$ cat src/rtl/core/crsf_channel_frame_encoder_core_assert.svh
// Assertion macros shared by the encoder modules.
`ifndef CRSF_CHANNEL_FRAME_ENCODER_CORE_ASSERT_SVH
`define CRSF_CHANNEL_FRAME_ENCODER_CORE_ASSERT_SVH

// Same-cycle implication, disabled while reset is low.
`define CFE_ASSERT_IMP(lbl, clk, rst_n, ante, cons, msg) \
    lbl: assert property (@(posedge clk) disable iff (!rst_n) (ante) |-> (cons)) \
        else $error(msg);

// Next-cycle implication, disabled while reset is low.
`define CFE_ASSERT_NXT(lbl, clk, rst_n, ante, cons, msg) \
    lbl: assert property (@(posedge clk) disable iff (!rst_n) (ante) |=> (cons)) \
        else $error(msg);

`endif

$ cat src/rtl/core/cfe_pkg.sv
`default_nettype none
package cfe_pkg;

    localparam int CHANNEL_COUNT_DEF  = 16;
    localparam int MAX_TELE_BYTES_DEF = 64;

    localparam int          CH_BITS    = 11;
    localparam logic [7:0]  ADDR_BYTE  = 8'hEE;
    localparam logic [7:0]  CH_TYPE    = 8'h16;
    localparam logic [7:0]  CRC_POLY   = 8'hD5;
    localparam logic [10:0] CH_CENTER  = 11'd992;
    localparam logic [10:0] CH_MAX     = 11'd1984;
    localparam logic [15:0] CH_SAT_MAG = 16'd1240;
    localparam logic [16:0] DIV5_RECIP = 17'd52429;
    localparam int          DIV5_SHIFT = 18;

    localparam int QUEUE_DEPTH = 4;
    localparam int QPTR_W      = $clog2(QUEUE_DEPTH);

    typedef enum logic {
        OP_CHANNEL = 1'b0,
        OP_TELE    = 1'b1
    } t_opcode;

    typedef enum logic [2:0] {
        S_IDLE,
        S_ADDR,
        S_LEN,
        S_HEAD,
        S_DATA,
        S_PAD,
        S_CRC
    } t_back_state;

    typedef struct packed {
        t_opcode     kind;
        logic        open;
        logic        last;
        logic [10:0] chan_val;
        logic [7:0]  data;
        logic [7:0]  command;
        logic [6:0]  count;
    } t_cmd;

    function automatic logic [7:0] crc8_update(input logic [7:0] crc, input logic [7:0] b);
        logic [7:0] c;
        c = crc ^ b;
        for (int k = 0; k < 8; k++) begin
            c = c[7] ? ((c << 1) ^ CRC_POLY) : (c << 1);
        end
        return c;
    endfunction

endpackage
`default_nettype wire

$ cat src/rtl/core/cfe_front.sv
`default_nettype none
module cfe_front #(
    parameter int CHANNEL_COUNT  = cfe_pkg::CHANNEL_COUNT_DEF,
    parameter int MAX_TELE_BYTES = cfe_pkg::MAX_TELE_BYTES_DEF
) (
    input  wire logic          i_clk,
    input  wire logic          i_rst_n,
    input  wire logic          i_valid,
    output logic               o_ready,
    input  wire logic [39:0]   i_data,
    input  wire logic          i_user,
    input  wire logic          i_q_full,
    output logic               o_push,
    output cfe_pkg::t_cmd      o_cmd
);

    localparam int SLOTS = (CHANNEL_COUNT < 2) ? 2 : CHANNEL_COUNT;

    logic               r_in_frame, n_in_frame;
    cfe_pkg::t_opcode   r_kind, n_kind;
    logic [6:0]         r_left, n_left;

    cfe_pkg::t_opcode   op;
    logic signed [15:0] v;
    logic [15:0]        mag;
    logic [12:0]        quad;
    logic [29:0]        prod;
    logic [10:0]        quot;
    logic [10:0]        scaled;
    logic [6:0]         cnt;
    logic [6:0]         left_base;
    logic [6:0]         left_new;
    logic               take;

    always_comb begin
        op   = cfe_pkg::t_opcode'(i_user);
        v    = $signed(i_data[15:0]);
        cnt  = i_data[38:32];
        mag  = v[15] ? 16'(-v) : 16'(v);
        quad = {mag[10:0], 2'b00};
        prod = 30'(quad) * 30'(cfe_pkg::DIV5_RECIP);
        quot = 11'(prod[29:cfe_pkg::DIV5_SHIFT]);
        if (mag >= cfe_pkg::CH_SAT_MAG) begin
            scaled = v[15] ? 11'd0 : cfe_pkg::CH_MAX;
        end else begin
            scaled = v[15] ? (cfe_pkg::CH_CENTER - quot) : (cfe_pkg::CH_CENTER + quot);
        end
    end

    always_comb begin
        o_ready    = !i_q_full;
        take       = i_valid && o_ready;
        n_in_frame = r_in_frame;
        n_kind     = r_kind;
        n_left     = r_left;
        o_push     = 1'b0;
        left_base  = r_in_frame ? r_left : 7'(SLOTS);
        if (op == cfe_pkg::OP_TELE && !r_in_frame) begin
            left_base = cnt;
        end
        left_new = left_base - 7'd1;

        o_cmd.kind     = op;
        o_cmd.open     = !r_in_frame;
        o_cmd.last     = (left_new == 7'd0);
        o_cmd.chan_val = scaled;
        o_cmd.data     = i_data[23:16];
        o_cmd.command  = i_data[31:24];
        o_cmd.count    = cnt;

        if (take) begin
            if (r_in_frame && op != r_kind) begin
                o_push = 1'b0;
            end else if (op == cfe_pkg::OP_TELE && !r_in_frame &&
                         (cnt == 7'd0 || cnt > 7'(MAX_TELE_BYTES))) begin
                o_push = 1'b0;
            end else begin
                o_push     = 1'b1;
                n_in_frame = (left_new != 7'd0);
                n_kind     = op;
                n_left     = left_new;
            end
        end
    end

    always_ff @(posedge i_clk) begin
        if (!i_rst_n) begin
            r_in_frame <= 1'b0;
            r_kind     <= cfe_pkg::OP_CHANNEL;
            r_left     <= 7'd0;
        end else begin
            r_in_frame <= n_in_frame;
            r_kind     <= n_kind;
            r_left     <= n_left;
        end
    end

endmodule
`default_nettype wire

$ cat src/rtl/core/cfe_queue.sv
`default_nettype none
`include "crsf_channel_frame_encoder_core_assert.svh"
module cfe_queue (
    input  wire logic          i_clk,
    input  wire logic          i_rst_n,
    input  wire logic          i_push,
    input  wire cfe_pkg::t_cmd i_cmd,
    input  wire logic          i_pop,
    output cfe_pkg::t_cmd      o_cmd,
    output logic               o_full,
    output logic               o_empty
);

    cfe_pkg::t_cmd                r_mem [cfe_pkg::QUEUE_DEPTH];
    logic [cfe_pkg::QPTR_W-1:0]   r_wr, n_wr;
    logic [cfe_pkg::QPTR_W-1:0]   r_rd, n_rd;
    logic [cfe_pkg::QPTR_W:0]     r_cnt, n_cnt;
    logic                         do_push;
    logic                         do_pop;

    always_comb begin
        o_full  = (r_cnt == (cfe_pkg::QPTR_W+1)'(cfe_pkg::QUEUE_DEPTH));
        o_empty = (r_cnt == '0);
        o_cmd   = r_mem[r_rd];
        do_push = i_push && !o_full;
        do_pop  = i_pop && !o_empty;
        n_wr    = do_push ? r_wr + 1'b1 : r_wr;
        n_rd    = do_pop ? r_rd + 1'b1 : r_rd;
        n_cnt   = r_cnt;
        if (do_push && !do_pop) begin
            n_cnt = r_cnt + 1'b1;
        end else if (do_pop && !do_push) begin
            n_cnt = r_cnt - 1'b1;
        end
    end

    always_ff @(posedge i_clk) begin
        if (do_push) begin
            r_mem[r_wr] <= i_cmd;
        end
    end

    always_ff @(posedge i_clk) begin
        if (!i_rst_n) begin
            r_wr  <= '0;
            r_rd  <= '0;
            r_cnt <= '0;
        end else begin
            r_wr  <= n_wr;
            r_rd  <= n_rd;
            r_cnt <= n_cnt;
        end
    end

    `CFE_ASSERT_IMP(a_no_push_full, i_clk, i_rst_n, o_full, !i_push, "push into full queue")

endmodule
`default_nettype wire

$ cat src/rtl/core/cfe_back.sv
`default_nettype none
`include "crsf_channel_frame_encoder_core_assert.svh"
module cfe_back #(
    parameter int CHANNEL_COUNT = cfe_pkg::CHANNEL_COUNT_DEF
) (
    input  wire logic          i_clk,
    input  wire logic          i_rst_n,
    input  wire cfe_pkg::t_cmd i_cmd,
    input  wire logic          i_q_empty,
    output logic               o_pop,
    output logic               o_valid,
    input  wire logic          i_ready,
    output logic [7:0]         o_byte,
    output logic               o_end,
    output logic [6:0]         o_len
);

    localparam int SLOTS      = (CHANNEL_COUNT < 2) ? 2 : CHANNEL_COUNT;
    localparam int CH_PAYLOAD = (SLOTS * cfe_pkg::CH_BITS + 7) / 8;
    localparam logic [7:0] CH_LEN_BYTE = 8'(CH_PAYLOAD + 2);

    cfe_pkg::t_back_state r_state, n_state;
    cfe_pkg::t_cmd        r_cmd, n_cmd;
    logic [17:0]          r_acc, n_acc;
    logic [4:0]           r_bits, n_bits;
    logic [7:0]           r_crc, n_crc;
    logic [6:0]           r_sent, n_sent;
    logic                 r_out_valid, n_out_valid;
    logic [7:0]           r_out_byte, n_out_byte;
    logic                 r_out_end, n_out_end;
    logic [6:0]           r_out_len, n_out_len;

    logic                 adv;
    logic                 emit;
    logic                 in_crc;
    logic                 done;
    logic [7:0]           byte_q;
    logic                 end_q;
    logic [6:0]           len_q;

    logic                 chan_step;
    logic                 close_out;
    logic                 crc_step;
    logic                 cleared;

    always_comb begin
        adv         = !r_out_valid || i_ready;
        n_state     = r_state;
        n_cmd       = r_cmd;
        n_acc       = r_acc;
        n_bits      = r_bits;
        n_crc       = r_crc;
        n_sent      = r_sent;
        emit        = 1'b0;
        in_crc      = 1'b0;
        done        = 1'b0;
        byte_q      = 8'd0;
        end_q       = 1'b0;
        len_q       = 7'd0;
        o_pop       = 1'b0;

        case (r_state)
            cfe_pkg::S_IDLE: begin
                done = 1'b1;
            end
            cfe_pkg::S_ADDR: begin
                if (adv) begin
                    emit    = 1'b1;
                    byte_q  = cfe_pkg::ADDR_BYTE;
                    n_state = cfe_pkg::S_LEN;
                end
            end
            cfe_pkg::S_LEN: begin
                if (adv) begin
                    emit    = 1'b1;
                    byte_q  = (r_cmd.kind == cfe_pkg::OP_TELE) ?
                              ({1'b0, r_cmd.count} + 8'd2) : CH_LEN_BYTE;
                    n_state = cfe_pkg::S_HEAD;
                end
            end
            cfe_pkg::S_HEAD: begin
                if (adv) begin
                    emit    = 1'b1;
                    in_crc  = 1'b1;
                    byte_q  = (r_cmd.kind == cfe_pkg::OP_TELE) ? r_cmd.command
                                                               : cfe_pkg::CH_TYPE;
                    n_state = cfe_pkg::S_DATA;
                end
            end
            cfe_pkg::S_DATA: begin
                if (adv) begin
                    emit   = 1'b1;
                    in_crc = 1'b1;
                    if (r_cmd.kind == cfe_pkg::OP_TELE) begin
                        byte_q = r_cmd.data;
                        if (r_cmd.last) begin
                            n_state = cfe_pkg::S_CRC;
                        end else begin
                            done = 1'b1;
                        end
                    end else begin
                        byte_q = r_acc[7:0];
                        n_acc  = r_acc >> 8;
                        n_bits = r_bits - 5'd8;
                        if (r_bits < 5'd16) begin
                            if (r_cmd.last) begin
                                n_state = (n_bits != 5'd0) ? cfe_pkg::S_PAD : cfe_pkg::S_CRC;
                            end else begin
                                done = 1'b1;
                            end
                        end
                    end
                end
            end
            cfe_pkg::S_PAD: begin
                if (adv) begin
                    emit    = 1'b1;
                    in_crc  = 1'b1;
                    byte_q  = r_acc[7:0];
                    n_acc   = '0;
                    n_bits  = '0;
                    n_state = cfe_pkg::S_CRC;
                end
            end
            cfe_pkg::S_CRC: begin
                if (adv) begin
                    emit   = 1'b1;
                    byte_q = r_crc;
                    end_q  = 1'b1;
                    len_q  = r_sent + 7'd1;
                    n_acc  = '0;
                    n_bits = '0;
                    done   = 1'b1;
                end
            end
            default: begin
                n_state = cfe_pkg::S_IDLE;
            end
        endcase

        if (emit) begin
            n_sent = r_sent + 7'd1;
            if (in_crc) begin
                n_crc = cfe_pkg::crc8_update(r_crc, byte_q);
            end
        end
        if (end_q) begin
            n_sent = '0;
            n_crc  = '0;
        end

        if (done) begin
            if (!i_q_empty) begin
                o_pop   = 1'b1;
                n_cmd   = i_cmd;
                n_state = i_cmd.open ? cfe_pkg::S_ADDR : cfe_pkg::S_DATA;
                if (i_cmd.kind == cfe_pkg::OP_CHANNEL) begin
                    n_acc  = n_acc | (18'(i_cmd.chan_val) << n_bits[2:0]);
                    n_bits = n_bits + 5'(cfe_pkg::CH_BITS);
                end
            end else begin
                n_state = cfe_pkg::S_IDLE;
            end
        end

        n_out_valid = r_out_valid;
        n_out_byte  = r_out_byte;
        n_out_end   = r_out_end;
        n_out_len   = r_out_len;
        if (adv) begin
            n_out_valid = emit;
            n_out_byte  = byte_q;
            n_out_end   = end_q;
            n_out_len   = len_q;
        end

        o_valid = r_out_valid;
        o_byte  = r_out_byte;
        o_end   = r_out_end;
        o_len   = r_out_len;
    end

    always_ff @(posedge i_clk) begin
        if (!i_rst_n) begin
            r_state     <= cfe_pkg::S_IDLE;
            r_acc       <= '0;
            r_bits      <= '0;
            r_crc       <= '0;
            r_sent      <= '0;
            r_out_valid <= 1'b0;
        end else begin
            r_state     <= n_state;
            r_acc       <= n_acc;
            r_bits      <= n_bits;
            r_crc       <= n_crc;
            r_sent      <= n_sent;
            r_out_valid <= n_out_valid;
        end
    end

    always_ff @(posedge i_clk) begin
        r_cmd      <= n_cmd;
        r_out_byte <= n_out_byte;
        r_out_end  <= n_out_end;
        r_out_len  <= n_out_len;
    end

    always_comb begin
        chan_step = (r_state == cfe_pkg::S_DATA) && (r_cmd.kind == cfe_pkg::OP_CHANNEL);
        close_out = r_out_valid && r_out_end;
        crc_step  = (r_state == cfe_pkg::S_CRC) && adv;
        cleared   = (r_sent == 7'd0) && (r_crc == 8'd0) && (r_bits < 5'd19);
    end

    `CFE_ASSERT_IMP(a_chan_bits, i_clk, i_rst_n, chan_step, r_bits >= 5'd8, "short channel step")
    `CFE_ASSERT_IMP(a_end_len, i_clk, i_rst_n, close_out, r_out_len >= 7'd5, "short frame")
    `CFE_ASSERT_NXT(a_crc_clear, i_clk, i_rst_n, crc_step, cleared, "state not cleared")

endmodule
`default_nettype wire

$ cat src/rtl/core/crsf_channel_frame_encoder_core.sv
`default_nettype none
// Frame encoder for a serial radio-control link. Requests enter on the slave stream: tuser
// picks a channel value or a telemetry data byte, and the first request of a frame opens a
// frame of that kind. A front stage classifies each request, scales channel values to
// 11 bits and drops refused or mismatched requests; it takes one request per clock while
// its four-entry queue has room. A back stage turns each queued request into frame bytes
// at one byte per clock while the sink is ready, through a registered output: a mid-frame
// channel request yields one or two bytes, a telemetry byte one, and the requests that
// open or close a frame up to five (header, data, pad, CRC-8). Sustained request rate is
// thus set by the single byte emitter.
module crsf_channel_frame_encoder_core #(
    parameter int CHANNEL_COUNT  = cfe_pkg::CHANNEL_COUNT_DEF,
    parameter int MAX_TELE_BYTES = cfe_pkg::MAX_TELE_BYTES_DEF
) (
    input  wire logic        i_clk,
    input  wire logic        i_rst_n,
    input  wire logic        i_s_axis_tvalid,
    output logic             o_s_axis_tready,
    // channel_value[15:0], tele_byte[23:16], tele_command[31:24], tele_count[38:32]
    input  wire logic [39:0] i_s_axis_tdata,
    // opcode[0]
    input  wire logic        i_s_axis_tuser,
    output logic             o_m_axis_tvalid,
    input  wire logic        i_m_axis_tready,
    // out_byte[7:0], frame_length[14:8]
    output logic [15:0]      o_m_axis_tdata,
    output logic             o_m_axis_tlast
);

    logic           push;
    logic           pop;
    logic           q_full;
    logic           q_empty;
    cfe_pkg::t_cmd  front_cmd;
    cfe_pkg::t_cmd  head_cmd;
    logic [7:0]     out_byte;
    logic [6:0]     out_len;

    cfe_front #(
        .CHANNEL_COUNT  (CHANNEL_COUNT),
        .MAX_TELE_BYTES (MAX_TELE_BYTES)
    ) u_front (
        .i_clk    (i_clk),
        .i_rst_n  (i_rst_n),
        .i_valid  (i_s_axis_tvalid),
        .o_ready  (o_s_axis_tready),
        .i_data   (i_s_axis_tdata),
        .i_user   (i_s_axis_tuser),
        .i_q_full (q_full),
        .o_push   (push),
        .o_cmd    (front_cmd)
    );

    cfe_queue u_queue (
        .i_clk   (i_clk),
        .i_rst_n (i_rst_n),
        .i_push  (push),
        .i_cmd   (front_cmd),
        .i_pop   (pop),
        .o_cmd   (head_cmd),
        .o_full  (q_full),
        .o_empty (q_empty)
    );

    cfe_back #(
        .CHANNEL_COUNT (CHANNEL_COUNT)
    ) u_back (
        .i_clk     (i_clk),
        .i_rst_n   (i_rst_n),
        .i_cmd     (head_cmd),
        .i_q_empty (q_empty),
        .o_pop     (pop),
        .o_valid   (o_m_axis_tvalid),
        .i_ready   (i_m_axis_tready),
        .o_byte    (out_byte),
        .o_end     (o_m_axis_tlast),
        .o_len     (out_len)
    );

    assign o_m_axis_tdata = {1'b0, out_len, out_byte};

endmodule
`default_nettype wire
$ cat config.mk
export PLATFORM = sky130hd
export DESIGN_NAME = crsf_channel_frame_encoder_core
export DESIGN_NICKNAME = d
export VERILOG_FILES = /design/src/rtl/core/cfe_pkg.sv /design/src/rtl/core/cfe_front.sv /design/src/rtl/core/cfe_queue.sv /design/src/rtl/core/cfe_back.sv /design/src/rtl/core/crsf_channel_frame_encoder_core.sv
export VERILOG_INCLUDE_DIRS = /design/src /design/src/rtl/core
export SDC_FILE = /design/constraint.sdc
export NUM_CORES = 1
export LEC_CHECK = 0
export BUFFER_PORTS_ARGS = -buffer_cell sky130_fd_sc_hd__buf_2
export CORE_AREA = 2 2 133 187
export CTS_CLUSTER_DIAMETER = 30
export CTS_CLUSTER_SIZE = 8
export DETAILED_ROUTE_END_ITERATION = 6
export DIE_AREA = 0 0 135 189
export PLACE_DENSITY_LB_ADDON = 0.08
export SETUP_SLACK_MARGIN = 0.5
export SLEW_MARGIN = 20
export SYNTH_ARGS = -nofsm -noshare
export SYNTH_HDL_FRONTEND = slang
export SYNTH_SLANG_ARGS = --single-unit
$ cat constraint.sdc
create_clock -name i_clk -period 8.3 [get_ports i_clk]
set_clock_uncertainty 0.2 [all_clocks]
set_input_delay 0.415 -clock i_clk [delete_from_list [all_inputs] [get_ports i_clk]]
set_output_delay 0.415 -clock i_clk [all_outputs]
set_load 0.01 [all_outputs]
After elaboration in Yosys (flattened, before gate mapping)
Memories as Yosys holds them, arrays and structs flattened. A register that Yosys moved wholly into a read port is not among the register bits.
Index checks and enable logic that the tools add are counted.
{"block": "word_totals", "register_bits": 99, "memories": 1, "ramBits": 148, "inputBits": 45, "wordCells": 172}
{"name": "u_queue.r_mem", "words": 4, "word_bits": 37, "read_ports": 1, "rd_ports_with_merged_regs": 1, "write_ports": 1, "line": "cfe_queue.sv:14", "rtl": "cfe_pkg::t_cmd r_mem [cfe_pkg::QUEUE_DEPTH];"}
{"block": "classes", "order_cmp": 3, "n_shift": 1, "add_sub_neg": 12, "n_reduce_logical": 32, "muxes": 72, "eq_ne": 16, "multipliers": 1, "bitwise_logic": 14}
{"operator": "$mux 8", "n": 17}
{"operator": "$mux 18", "n": 6}
{"operator": "$pmux 8 s6", "n": 1}
{"operator": "$mux 3", "n": 14}
{"operator": "$not 5->5", "n": 8}
{"operator": "$pmux 18 s2", "n": 1}
{"operator": "$mux 11", "n": 3}
{"operator": "$mux 5", "n": 6}
{"operator": "$mul 11x16->27 const B", "n": 1}
{"operator": "$ne 3x1->1 const B", "n": 6}
{"operator": "$or 18x18->18", "n": 1}
{"operator": "$pmux 3 s6", "n": 1}
{"operator": "$shl 11x3->18", "n": 1}
{"operator": "$ge 16x11->1 const B", "n": 1}
{"operator": "$mux 16", "n": 1}
{"operator": "$neg 16->16", "n": 1}
{"operator": "$mux 1", "n": 15}
{"operator": "$logic_not 7->1", "n": 2}
{"operator": "$mux 7", "n": 2}
{"operator": "$eq 3x3->1 const B", "n": 4}
{"operator": "$add 10x11->11 const A", "n": 1}
{"operator": "$sub 10x11->11 const A", "n": 1}
{"operator": "$pmux 5 s2", "n": 1}
{"operator": "$add 7x2->8 const B", "n": 1}
{"operator": "other kinds (31)", "n": 55}

Depth between registers and ports, before layout
Gate-level depths: netlist (run 1).
{"block": "logic_depth", "word_depth": 21, "ltp_mapped": 30}

Cells and area by module
Synthesis (run 1) repeated with hierarchy kept, for this count alone.
{"block": "hier_totals", "hier_cells": 1275, "area_unflattened_um2": 14804.2}
{"mod": "cfe_queue", "n_inst": 1, "area_each_um2": 5863.1, "cells_each": 241}
{"mod": "cfe_back", "n_inst": 1, "area_each_um2": 4469.3, "cells_each": 472}
{"mod": "cfe_front", "n_inst": 1, "area_each_um2": 4460.5, "cells_each": 560}
{"mod": "crsf_channel_frame_encoder_core", "n_inst": 1, "area_each_um2": 11.3, "cells_each": 2}

Least setup slack after synthesis (run 1)
Ideal clock, no wire load.
{"block": "synth_timing", "path_kind": "input to register", "startpoint": "input port i_s_axis_tdata[0]", "endpoint": "memory u_queue.r_mem[0][33] in the netlist's numbering (data pin)", "setup_time_ns": 0.290, "path_buffers": 0, "arrival_time_ns": 6.810, "stages": 27, "required_ns": 7.810, "setup_slack_ns": 1.000, "path_cell_list": "inv_1 -> ha_1 -> nand2b_1 -> nand2b_1 -> nor4_2 -> nor2_1 -> xnor2_1 -> xnor2_1 -> inv_1 -> fa_1 -> inv_1 -> fa_1 -> fa_1 -> inv_1 -> fa_1 -> inv_1 -> ha_1 -> or3_1 -> o21ai_0 -> a31o_2 -> o21ai_0 -> o21ai_0 -> xor2_1 -> nand4_1 -> a22oi_1 -> a2111oi_0 -> a2111oi_0"}
{"element": "start: declaration", "line": "crsf_channel_frame_encoder_core.sv:20", "rtl": "input wire logic [39:0] i_s_axis_tdata,"}
{"element": "end: declaration", "line": "cfe_queue.sv:14"}

==> impl_metrics.xml, run 1 <==
<?xml version="1.0" encoding="UTF-8"?>
<metrics>
  <group name="sta">
    <metric name="rsz0062_at_grt" unit="">false</metric>
    <metric name="timing.max_slew.rel_slack" unit="%">28.5</metric>
    <metric name="final_min_period_over_clock_period" unit="%">87.9</metric>
    <metric name="setup_tns" unit="ns">0</metric>
    <metric name="final_hold_viol_count" unit="">0</metric>
    <metric name="timing.final.max_slew_violations" unit="">0</metric>
    <metric name="tightestPinTransition" unit="ns">1.07</metric>
    <metric name="max_clock_freq" unit="GHz">0.137</metric>
    <metric name="period_needed" unit="ns">7.30</metric>
    <metric name="hold_slack_final" unit="ns">0.0694</metric>
    <metric name="final_setup_violation_count" unit="">0</metric>
  </group>
  <group name="finish">
    <metric name="area.growth.synth_to_final" unit="%">15.7</metric>
    <metric name="layout-drive-gt1-share" unit="%">15.2</metric>
    <metric name="antennaDiodeCount" unit="">0</metric>
    <metric name="layout.cell_area.non_filler" unit="um^2">16400</metric>
    <metric name="layout_filler_cell_count" unit="">1739</metric>
    <metric name="mostFrequentLayoutCell" unit="">edfxtp_1</metric>
    <metric name="layout.area.seq" unit="um^2">6880</metric>
    <metric name="multi_input_comb_area" unit="um^2">6660</metric>
    <metric name="most-common-layout-cells" unit="">189 x edfxtp_1, 110 x inv_1, 95 x nor2_1, 93 x nand2_1, 84 x ha_1</metric>
    <metric name="finish.net_count" unit="">1459</metric>
  </group>
  <group name="synth">
    <metric name="synth-main-ff-cell" unit="">edfxtp_1</metric>
    <metric name="netlist-cell-type-count" unit="">83</metric>
    <metric name="synthesis.area_per_instance" unit="um^2">11.8</metric>
    <metric name="yosysSeqAreaShare" unit="%">48.6</metric>
    <metric name="synth_async_sr_flop_share" unit="%">0</metric>
    <metric name="ys_ff_latch" unit="">249</metric>
    <metric name="syn_inst" unit="">1195</metric>
    <metric name="synth-warning-count" unit="">0</metric>
    <metric name="synth_fp_nets" unit="">1363</metric>
    <metric name="syn_area" unit="um^2">14100</metric>
    <metric name="synth_enable_flop_cells" unit="">189</metric>
  </group>
  <group name="clock_network">
    <metric name="root_buffer" unit="">clkbuf_16</metric>
    <metric name="h-tree-depth" unit="">2</metric>
    <metric name="clk_latency" unit="ns">0.54</metric>
    <metric name="cts_buffer_depth" unit="">3</metric>
    <metric name="clock_sinks" unit="">249</metric>
    <metric name="post-cts-setup-buffers" unit="">0</metric>
    <metric name="cts.clk_slew.worst_paths" unit="ns">0.04</metric>
    <metric name="tritoncts" unit="">done</metric>
    <metric name="cts_inserted_buffers" unit="">43</metric>
  </group>
  <group name="floorplanning">
    <metric name="floorplan.rows" unit="">67</metric>
    <metric name="die_area" unit="um^2">25500</metric>
    <metric name="initial_utilization" unit="%">59.4</metric>
    <metric name="ios" unit="">64</metric>
    <metric name="die_x" unit="um">135</metric>
    <metric name="fp.dieH" unit="um">189</metric>
    <metric name="core-area" unit="um^2">23800</metric>
  </group>
  <group name="route">
    <metric name="finalWirelength" unit="um">30300</metric>
    <metric name="detail_route.drc_violations" unit="">0</metric>
    <metric name="ant_nets" unit="">0</metric>
    <metric name="dr_total_vias" unit="">9418</metric>
    <metric name="drt-pass1-iter-count" unit="">6</metric>
    <metric name="wl_per_cell" unit="um">18.6</metric>
    <metric name="drt_first_iter_violations" unit="">530</metric>
    <metric name="post_drt_via_cell_ratio" unit="">5.79</metric>
  </group>
  <group name="setup_path">
    <metric name="critPathLaunchType" unit="">input pin</metric>
    <metric name="critical_path.endpoint_type" unit="">register</metric>
    <metric name="cp.arrival" unit="ns">7.37</metric>
    <metric name="worst-path-max-fanout" unit="">7</metric>
    <metric name="worst_ep_required_time" unit="ns">8.37</metric>
    <metric name="path_class" unit="">in2reg</metric>
    <metric name="rrSetupSlack" unit="ns">4.22</metric>
  </group>
  <group name="flow_run">
    <metric name="cap_violations" unit="">0</metric>
  </group>
  <group name="placed_design">
    <metric name="place_hpwl" unit="um">21000</metric>
    <metric name="numPortBuffers" unit="">61</metric>
    <metric name="placedInstanceArea" unit="um^2">14700</metric>
    <metric name="gp_congestion" unit="">0.931</metric>
  </group>
  <group name="global_route">
    <metric name="gr-usage-all-layers" unit="%">24.4</metric>
    <metric name="wire_length_of_the_first_global_routing_pass" unit="um">48900</metric>
    <metric name="grt_max_degree" unit="">38</metric>
    <metric name="initial_antenna_violation_count" unit="">0</metric>
    <metric name="grt_pass1_vias" unit="">9838</metric>
    <metric name="grt.overflow.total" unit="">0</metric>
  </group>
  <group name="pwr">
    <metric name="p_leak" unit="nW">6.44</metric>
    <metric name="pwr_density_cell" unit="nW/um^2">464</metric>
    <metric name="irDropWorstVdd" unit="mV">0.379</metric>
  </group>
  <group name="hold_path">
    <metric name="min-delay-path-class" unit="">in2reg</metric>
  </group>
  <group name="status">
    <metric name="run_status" unit="">finished, final reports clean</metric>
  </group>
</metrics>
==> cells in the mapped netlist, types with 10 or more instances <==
master    instances  share of area, %
nand2b_1         14              0.62
inv_1           110               2.9
nor3_1           18              0.64
mux2i_1          28               2.0
and2_1           16              0.71
fa_1             39               5.5
ha_1             84               7.4
mux4_2           37               5.9
xor2_1           27               1.7
nand2_1          93               2.5
nor2b_1          19              0.84
nor2_1           95               2.5
a21oi_1          42               1.5
o21ai_0          38               1.3
xnor2_1          46               2.8
clkbuf_1         34              0.90
edfxtp_1        189                40
nand3_1          17              0.60
a222oi_1         10              0.71
a31oi_1          10              0.44
dfxtp_1          60               8.5
or3_1            11              0.49
a22oi_1          18              0.96
==> critical path: stages <==
cell and delay, ns:
buf_2 0.16, inv_1 0.21, ha_1 0.20, nand2b_1 0.10, o41ai_1 0.34, xnor2_1 0.28
ha_1 0.24, inv_1 0.11, fa_1 0.60, fa_1 0.57, inv_1 0.09, fa_1 0.47
fa_1 0.49, ha_1 0.37, a21oi_1 0.31, o211ai_1 0.14, a221oi_1 0.29, buf_4 0.19
o21a_1 0.15, xnor2_1 0.19, inv_1 0.09, ha_1 0.24, a31oi_1 0.26, nand2b_1 0.14
a2111oi_0 0.40, a2111oi_0 0.13, buf_4 0.19
==> kinds of logic (layout without fill, tap and decap cells) <==
logic type | count (synthesis) | in the layout | share of synthesized area, %
compound gates | 203 | 203 | 10.1
xor+xnor | 77 | 77 | 5.13
flops | 249 | 249 | 48.6
fa+ha+maj | 123 | 123 | 13.0
simple gates | 314 | 314 | 10.6
mux | 67 | 67 | 8.04
buf+inv | 161 | 282 | 4.53
other cells | 1 | 1 | 0.0265
==> final cells by class <==
| type | instances | area share (%) |
|---|---|---|
| clock inverters | 16 | 1.36 |
| clock buffers | 54 | 6.95 |
| repair buffers | 99 | 3.98 |
| flip-flops and latches | 249 | 42.1 |
| multi-input cells | 785 | 40.7 |
| well taps | 310 | 2.37 |
| inverters | 113 | 2.59 |
==> state kept, by name (all words and copies together), names as in the netlist, 5 cells and up, named ones only <==
signal / cells
u_back.r_crc: 8
u_back.o_len: 7
u_back.r_acc: 18
u_back.r_sent: 7
u_front.r_left: 7
u_back.o_byte: 8
u_back.r_bits: 5
u_back.r_cmd: 25
u_queue.r_mem: 148
==> final timing paths <==
check,startpoint,to,depth (start not counted)
setup / recovery,i_s_axis_tdata[0],u_queue.r_mem[3][33],27
setup reg to reg,u_back.r_state[2],u_back.r_crc[3],10
hold reg to reg,u_back.r_acc[17],u_back.r_acc[17],2
hold / removal,i_rst_n,u_front.r_left[1],2
==> routing by layer <==
layer  up-vias  GRT usage, %  wire, um
met5         -             0         0
met4         0          11.6      1240
met3        65          3.24      1190
met2       240          45.0     16100
met1      4598          27.8     11700
li1       4515             -         -
==> through the flow <==
step | util (%) | worst slack, ns | cells | total power [W]
after global routing | 68.7 | 0.518 | 1626 | 0.00821
after global placement | 61.9 | 0.430 | 1532 | 0.00581
after detailed placement | 61.9 | 0.342 | 1532 | 0.00591
after CTS | 68.6 | 0.910 | 1626 | 0.00761
after floorplan | - | 1.00 | 1195 | 0.00499
final | 68.7 | 1.00 | 1626 | 0.00759
==> what timing repair did <==
item / CTS / global route
hold buffers: 24 / 0
resized for setup: 0 / 3
hold endpoints to repair: 96 / 0
endpoints found under the setup margin: 0 / 12
==> report_power, final <==
| group | total, W | leakage, nW | switching, W | internal [W] |
|---|---|---|---|---|
| clock network | 0.00165 | 0.667 | 0.000563 | 0.00109 |
| logic | 0.00405 | 3.51 | 0.00231 | 0.00174 |
| registers | 0.00190 | 2.27 | 0.000227 | 0.00167 |
Power figures use the tool's default switching activity.
==> run 2, diff against run 1 <==
Settings changed: CORE_AREA 2 2 133 187 to 2 2 136 191, DIE_AREA 0 0 135 189 to 0 0 138 193, SYNTH_HIERARCHICAL set to 1.
==> impl_metrics.xml, run 2 <==
<?xml version="1.0" encoding="UTF-8"?>
<metrics>
  <group name="status">
    <metric name="run_status" unit="">finished, final reports clean</metric>
  </group>
  <group name="setup_path">
    <metric name="critPathLaunchType" unit="">input pin</metric>
    <metric name="worst-path-max-fanout" unit="">9</metric>
    <metric name="reg2regPathDepth" unit="">9</metric>
    <metric name="r2r-start" unit="">u_back/r_state[2]</metric>
    <metric name="path_class" unit="">in2reg</metric>
    <metric name="critical_path.endpoint_type" unit="">register</metric>
    <metric name="worst_ep_required_time" unit="ns">8.43</metric>
    <metric name="regToRegEndpoint" unit="">u_back/r_crc[7]</metric>
    <metric name="critical_path.startpoint" unit="">i_s_axis_tdata[5]</metric>
    <metric name="rrSetupSlack" unit="ns">4.19</metric>
    <metric name="cp.arrival" unit="ns">7.39</metric>
  </group>
  <group name="synth">
    <metric name="largest_area_contributor_in_the_netlist" unit="">edfxtp_1</metric>
    <metric name="synthesis.area_per_instance" unit="um^2">11.6</metric>
    <metric name="synth-main-ff-cell" unit="">edfxtp_1</metric>
    <metric name="post_synth_main_area_contributors" unit="">edfxtp_1 38%, dfxtp_1 8.1%, ha_1 7.0%</metric>
    <metric name="syn_area" unit="um^2">14800</metric>
    <metric name="yosysSeqAreaShare" unit="%">46.5</metric>
    <metric name="synth_async_sr_flop_share" unit="%">0</metric>
    <metric name="syn_inst" unit="">1275</metric>
    <metric name="ys_top_cells_by_count" unit="">189 x edfxtp_1, 112 x inv_1, 94 x nand2_1</metric>
    <metric name="synth.top_cell.area_share" unit="%">38.3</metric>
    <metric name="synth_enable_flop_cells" unit="">189</metric>
    <metric name="synth_fp_nets" unit="">1442</metric>
    <metric name="synth-warning-count" unit="">6</metric>
    <metric name="netlist-cell-type-count" unit="">87</metric>
    <metric name="ys_ff_latch" unit="">249</metric>
    <metric name="synth.most_common_cell" unit="">edfxtp_1</metric>
  </group>
  <group name="placed_design">
    <metric name="numPortBuffers" unit="">61</metric>
    <metric name="gp_congestion" unit="">0.911</metric>
    <metric name="place_hpwl" unit="um">22700</metric>
    <metric name="placedInstanceArea" unit="um^2">15100</metric>
  </group>
  <group name="finish">
    <metric name="antennaDiodeCount" unit="">0</metric>
    <metric name="multi_input_comb_area" unit="um^2">7020</metric>
    <metric name="layout.area.seq" unit="um^2">6880</metric>
    <metric name="layout.cell_area.non_filler" unit="um^2">16700</metric>
    <metric name="fin_util" unit="%">66.6</metric>
    <metric name="layout_filler_cell_count" unit="">1941</metric>
    <metric name="area.growth.synth_to_final" unit="%">12.6</metric>
    <metric name="layout-drive-gt1-share" unit="%">14.5</metric>
    <metric name="most-common-layout-cells" unit="">189 x edfxtp_1, 112 x inv_1, 94 x nand2_1, 83 x ha_1</metric>
    <metric name="biggestRegsByFlops" unit="">u_queue/r_mem: 148 flops, u_back/r_cmd: 25 flops, u_back/r_acc: 18 flops</metric>
    <metric name="mostFrequentLayoutCell" unit="">edfxtp_1</metric>
    <metric name="largest_reg_flops" unit="">148</metric>
    <metric name="finish.net_count" unit="">1503</metric>
    <metric name="registers.top_by_ff_count" unit="">u_queue/r_mem</metric>
  </group>
  <group name="clock_network">
    <metric name="cts_resized" unit="">0</metric>
    <metric name="h-tree-depth" unit="">2</metric>
    <metric name="cts_inserted_buffers" unit="">43</metric>
    <metric name="tritoncts" unit="">done</metric>
    <metric name="root_buffer" unit="">clkbuf_16</metric>
    <metric name="clock_sinks" unit="">249</metric>
    <metric name="clk_latency" unit="ns">0.53</metric>
    <metric name="post-cts-setup-buffers" unit="">0</metric>
    <metric name="cts.clk_slew.worst_paths" unit="ns">0.05</metric>
    <metric name="cts_buffer_depth" unit="">3</metric>
  </group>
  <group name="floorplanning">
    <metric name="floorplan.rows" unit="">69</metric>
    <metric name="initial_utilization" unit="%">59.1</metric>
    <metric name="ios" unit="">64</metric>
    <metric name="core-area" unit="um^2">25000</metric>
    <metric name="die_x" unit="um">138</metric>
    <metric name="fp.dieH" unit="um">193</metric>
    <metric name="die_area" unit="um^2">26600</metric>
  </group>
  <group name="route">
    <metric name="ant_nets" unit="">0</metric>
    <metric name="drt-pass1-iter-count" unit="">5</metric>
    <metric name="finalWirelength" unit="um">32200</metric>
    <metric name="post_drt_via_cell_ratio" unit="">5.87</metric>
    <metric name="detail_route.drc_violations" unit="">0</metric>
    <metric name="drt_first_iter_violations" unit="">678</metric>
    <metric name="dr_total_vias" unit="">9895</metric>
    <metric name="wl_per_cell" unit="um">19.1</metric>
  </group>
  <group name="sta">
    <metric name="hold_slack_final" unit="ns">0.0418</metric>
    <metric name="final_hold_viol_count" unit="">0</metric>
    <metric name="timing.final.max_slew_violations" unit="">0</metric>
    <metric name="final_setup_violation_count" unit="">0</metric>
    <metric name="setup_tns" unit="ns">0</metric>
    <metric name="max_clock_freq" unit="GHz">0.138</metric>
    <metric name="timing.max_slew.rel_slack" unit="%">27.9</metric>
    <metric name="period_needed" unit="ns">7.26</metric>
    <metric name="tightestPinTransition" unit="ns">1.08</metric>
    <metric name="rsz0062_at_grt" unit="">false</metric>
    <metric name="final_min_period_over_clock_period" unit="%">87.5</metric>
  </group>
  <group name="global_route">
    <metric name="grt_max_degree" unit="">47</metric>
    <metric name="initial_antenna_violation_count" unit="">0</metric>
    <metric name="wire_length_of_the_first_global_routing_pass" unit="um">51600</metric>
    <metric name="grt_pass1_vias" unit="">10100</metric>
    <metric name="gr-usage-all-layers" unit="%">24.3</metric>
    <metric name="grt.overflow.total" unit="">0</metric>
  </group>
  <group name="flow_run">
    <metric name="cap_violations" unit="">0</metric>
  </group>
  <group name="hold_path">
    <metric name="min-delay-path-class" unit="">in2reg</metric>
    <metric name="hold_path_startpoint" unit="">i_s_axis_tuser</metric>
    <metric name="holdPathStages" unit="">1</metric>
    <metric name="holdPathEnd" unit="">u_queue/r_mem[2][36]</metric>
  </group>
</metrics>
run 2: cell types whose count changed after synthesis, sizes merged, moves of 8 or more:
cell    change
nor2b      +12
a21oi      +24
clkbuf      -8
buf        +37
nand3      +10
nor2       -27
run 2: area by class of cell:
cell class,count,area share (%)
multi-input cells,834,42.1
well taps,319,2.39
repair buffers,93,3.62
clock inverters,15,1.06
clock buffers,62,6.94
flip-flops and latches,249,41.3
inverters,115,2.59
run 2: critical path, cell delays in order:
cell     delay, ns
buf_2         0.13
or4_1         0.53
or2_4         0.28
o31ai_4       0.25
xor2_2        0.29
xor2_1        0.23
inv_1         0.09
fa_1          0.53
inv_1         0.10
fa_1          0.51
fa_1          0.51
inv_1         0.05
fa_1          0.52
inv_1         0.04
ha_1          0.40
a21oi_1       0.22
o21ai_1       0.09
a31oi_1       0.20
o21a_1        0.24
xor2_1        0.13
ha_1          0.24
a41o_1        0.21
or3_1         0.37
nor3_1        0.19
mux2_2        0.36
o21ai_1       0.23
run 2: cells by family after synthesis:
family                   after synthesis  share of synthesized area [%]
buffers and inverters                192                           6.18
adder cells (fa/ha/maj)              122                           12.3
flip-flops                           249                           46.5
AND/OR/NAND/NOR                      331                           11.5
other                                  1                         0.0253
AO/OA/AOI/OAI                        234                           10.6
XOR/XNOR                              76                           4.94
multiplexers                          70                           8.00
run 2: how the worst max path moves through the flow:
| stage | depth (start not counted) | endpoint | slack, ns |
|---|---|---|---|
| after detailed placement | 26 | u_queue/r_mem[3][33] | 0.53 |
| after CTS | 26 | u_queue/r_mem[0][33] | 1.07 |
| after global placement | 26 | u_queue/r_mem[0][33] | 0.62 |
| after global routing | 26 | u_queue/r_mem[2][33] | 0.57 |
| after floorplan | 26 | u_queue/r_mem[0][33] | 1.20 |
| final | 26 | u_queue/r_mem[0][33] | 1.04 |
run 2: layer usage:
metal	track usage (%)	routed length (um)	vias to the layer above	part of all wire, %
li1	-	-	4727	-
met1	28.3	12800	4826	40
met2	45.0	17000	266	53
met3	3.63	1300	76	4.0
met4	10.3	1170	0	3.6
met5	0	0	-	0
run 2: metrics by stage:
stage	worst slack, ns	cells
floorplan	1.20	1275
global route	0.569	1687
detailed placement	0.525	1587
global placement	0.620	1587
CTS	1.07	1687
finish	1.04	1687
run 2: timing repair:
action | CTS | global route
endpoints found under the hold margin | 92 | 0
setup endpoints to repair | 0 | 0
hold buffers | 23 | 0
Power of run 2 is left out: the tool's default activity adds up to more than one toggle a clock period on the data nets, which glitch-free logic cannot reach.
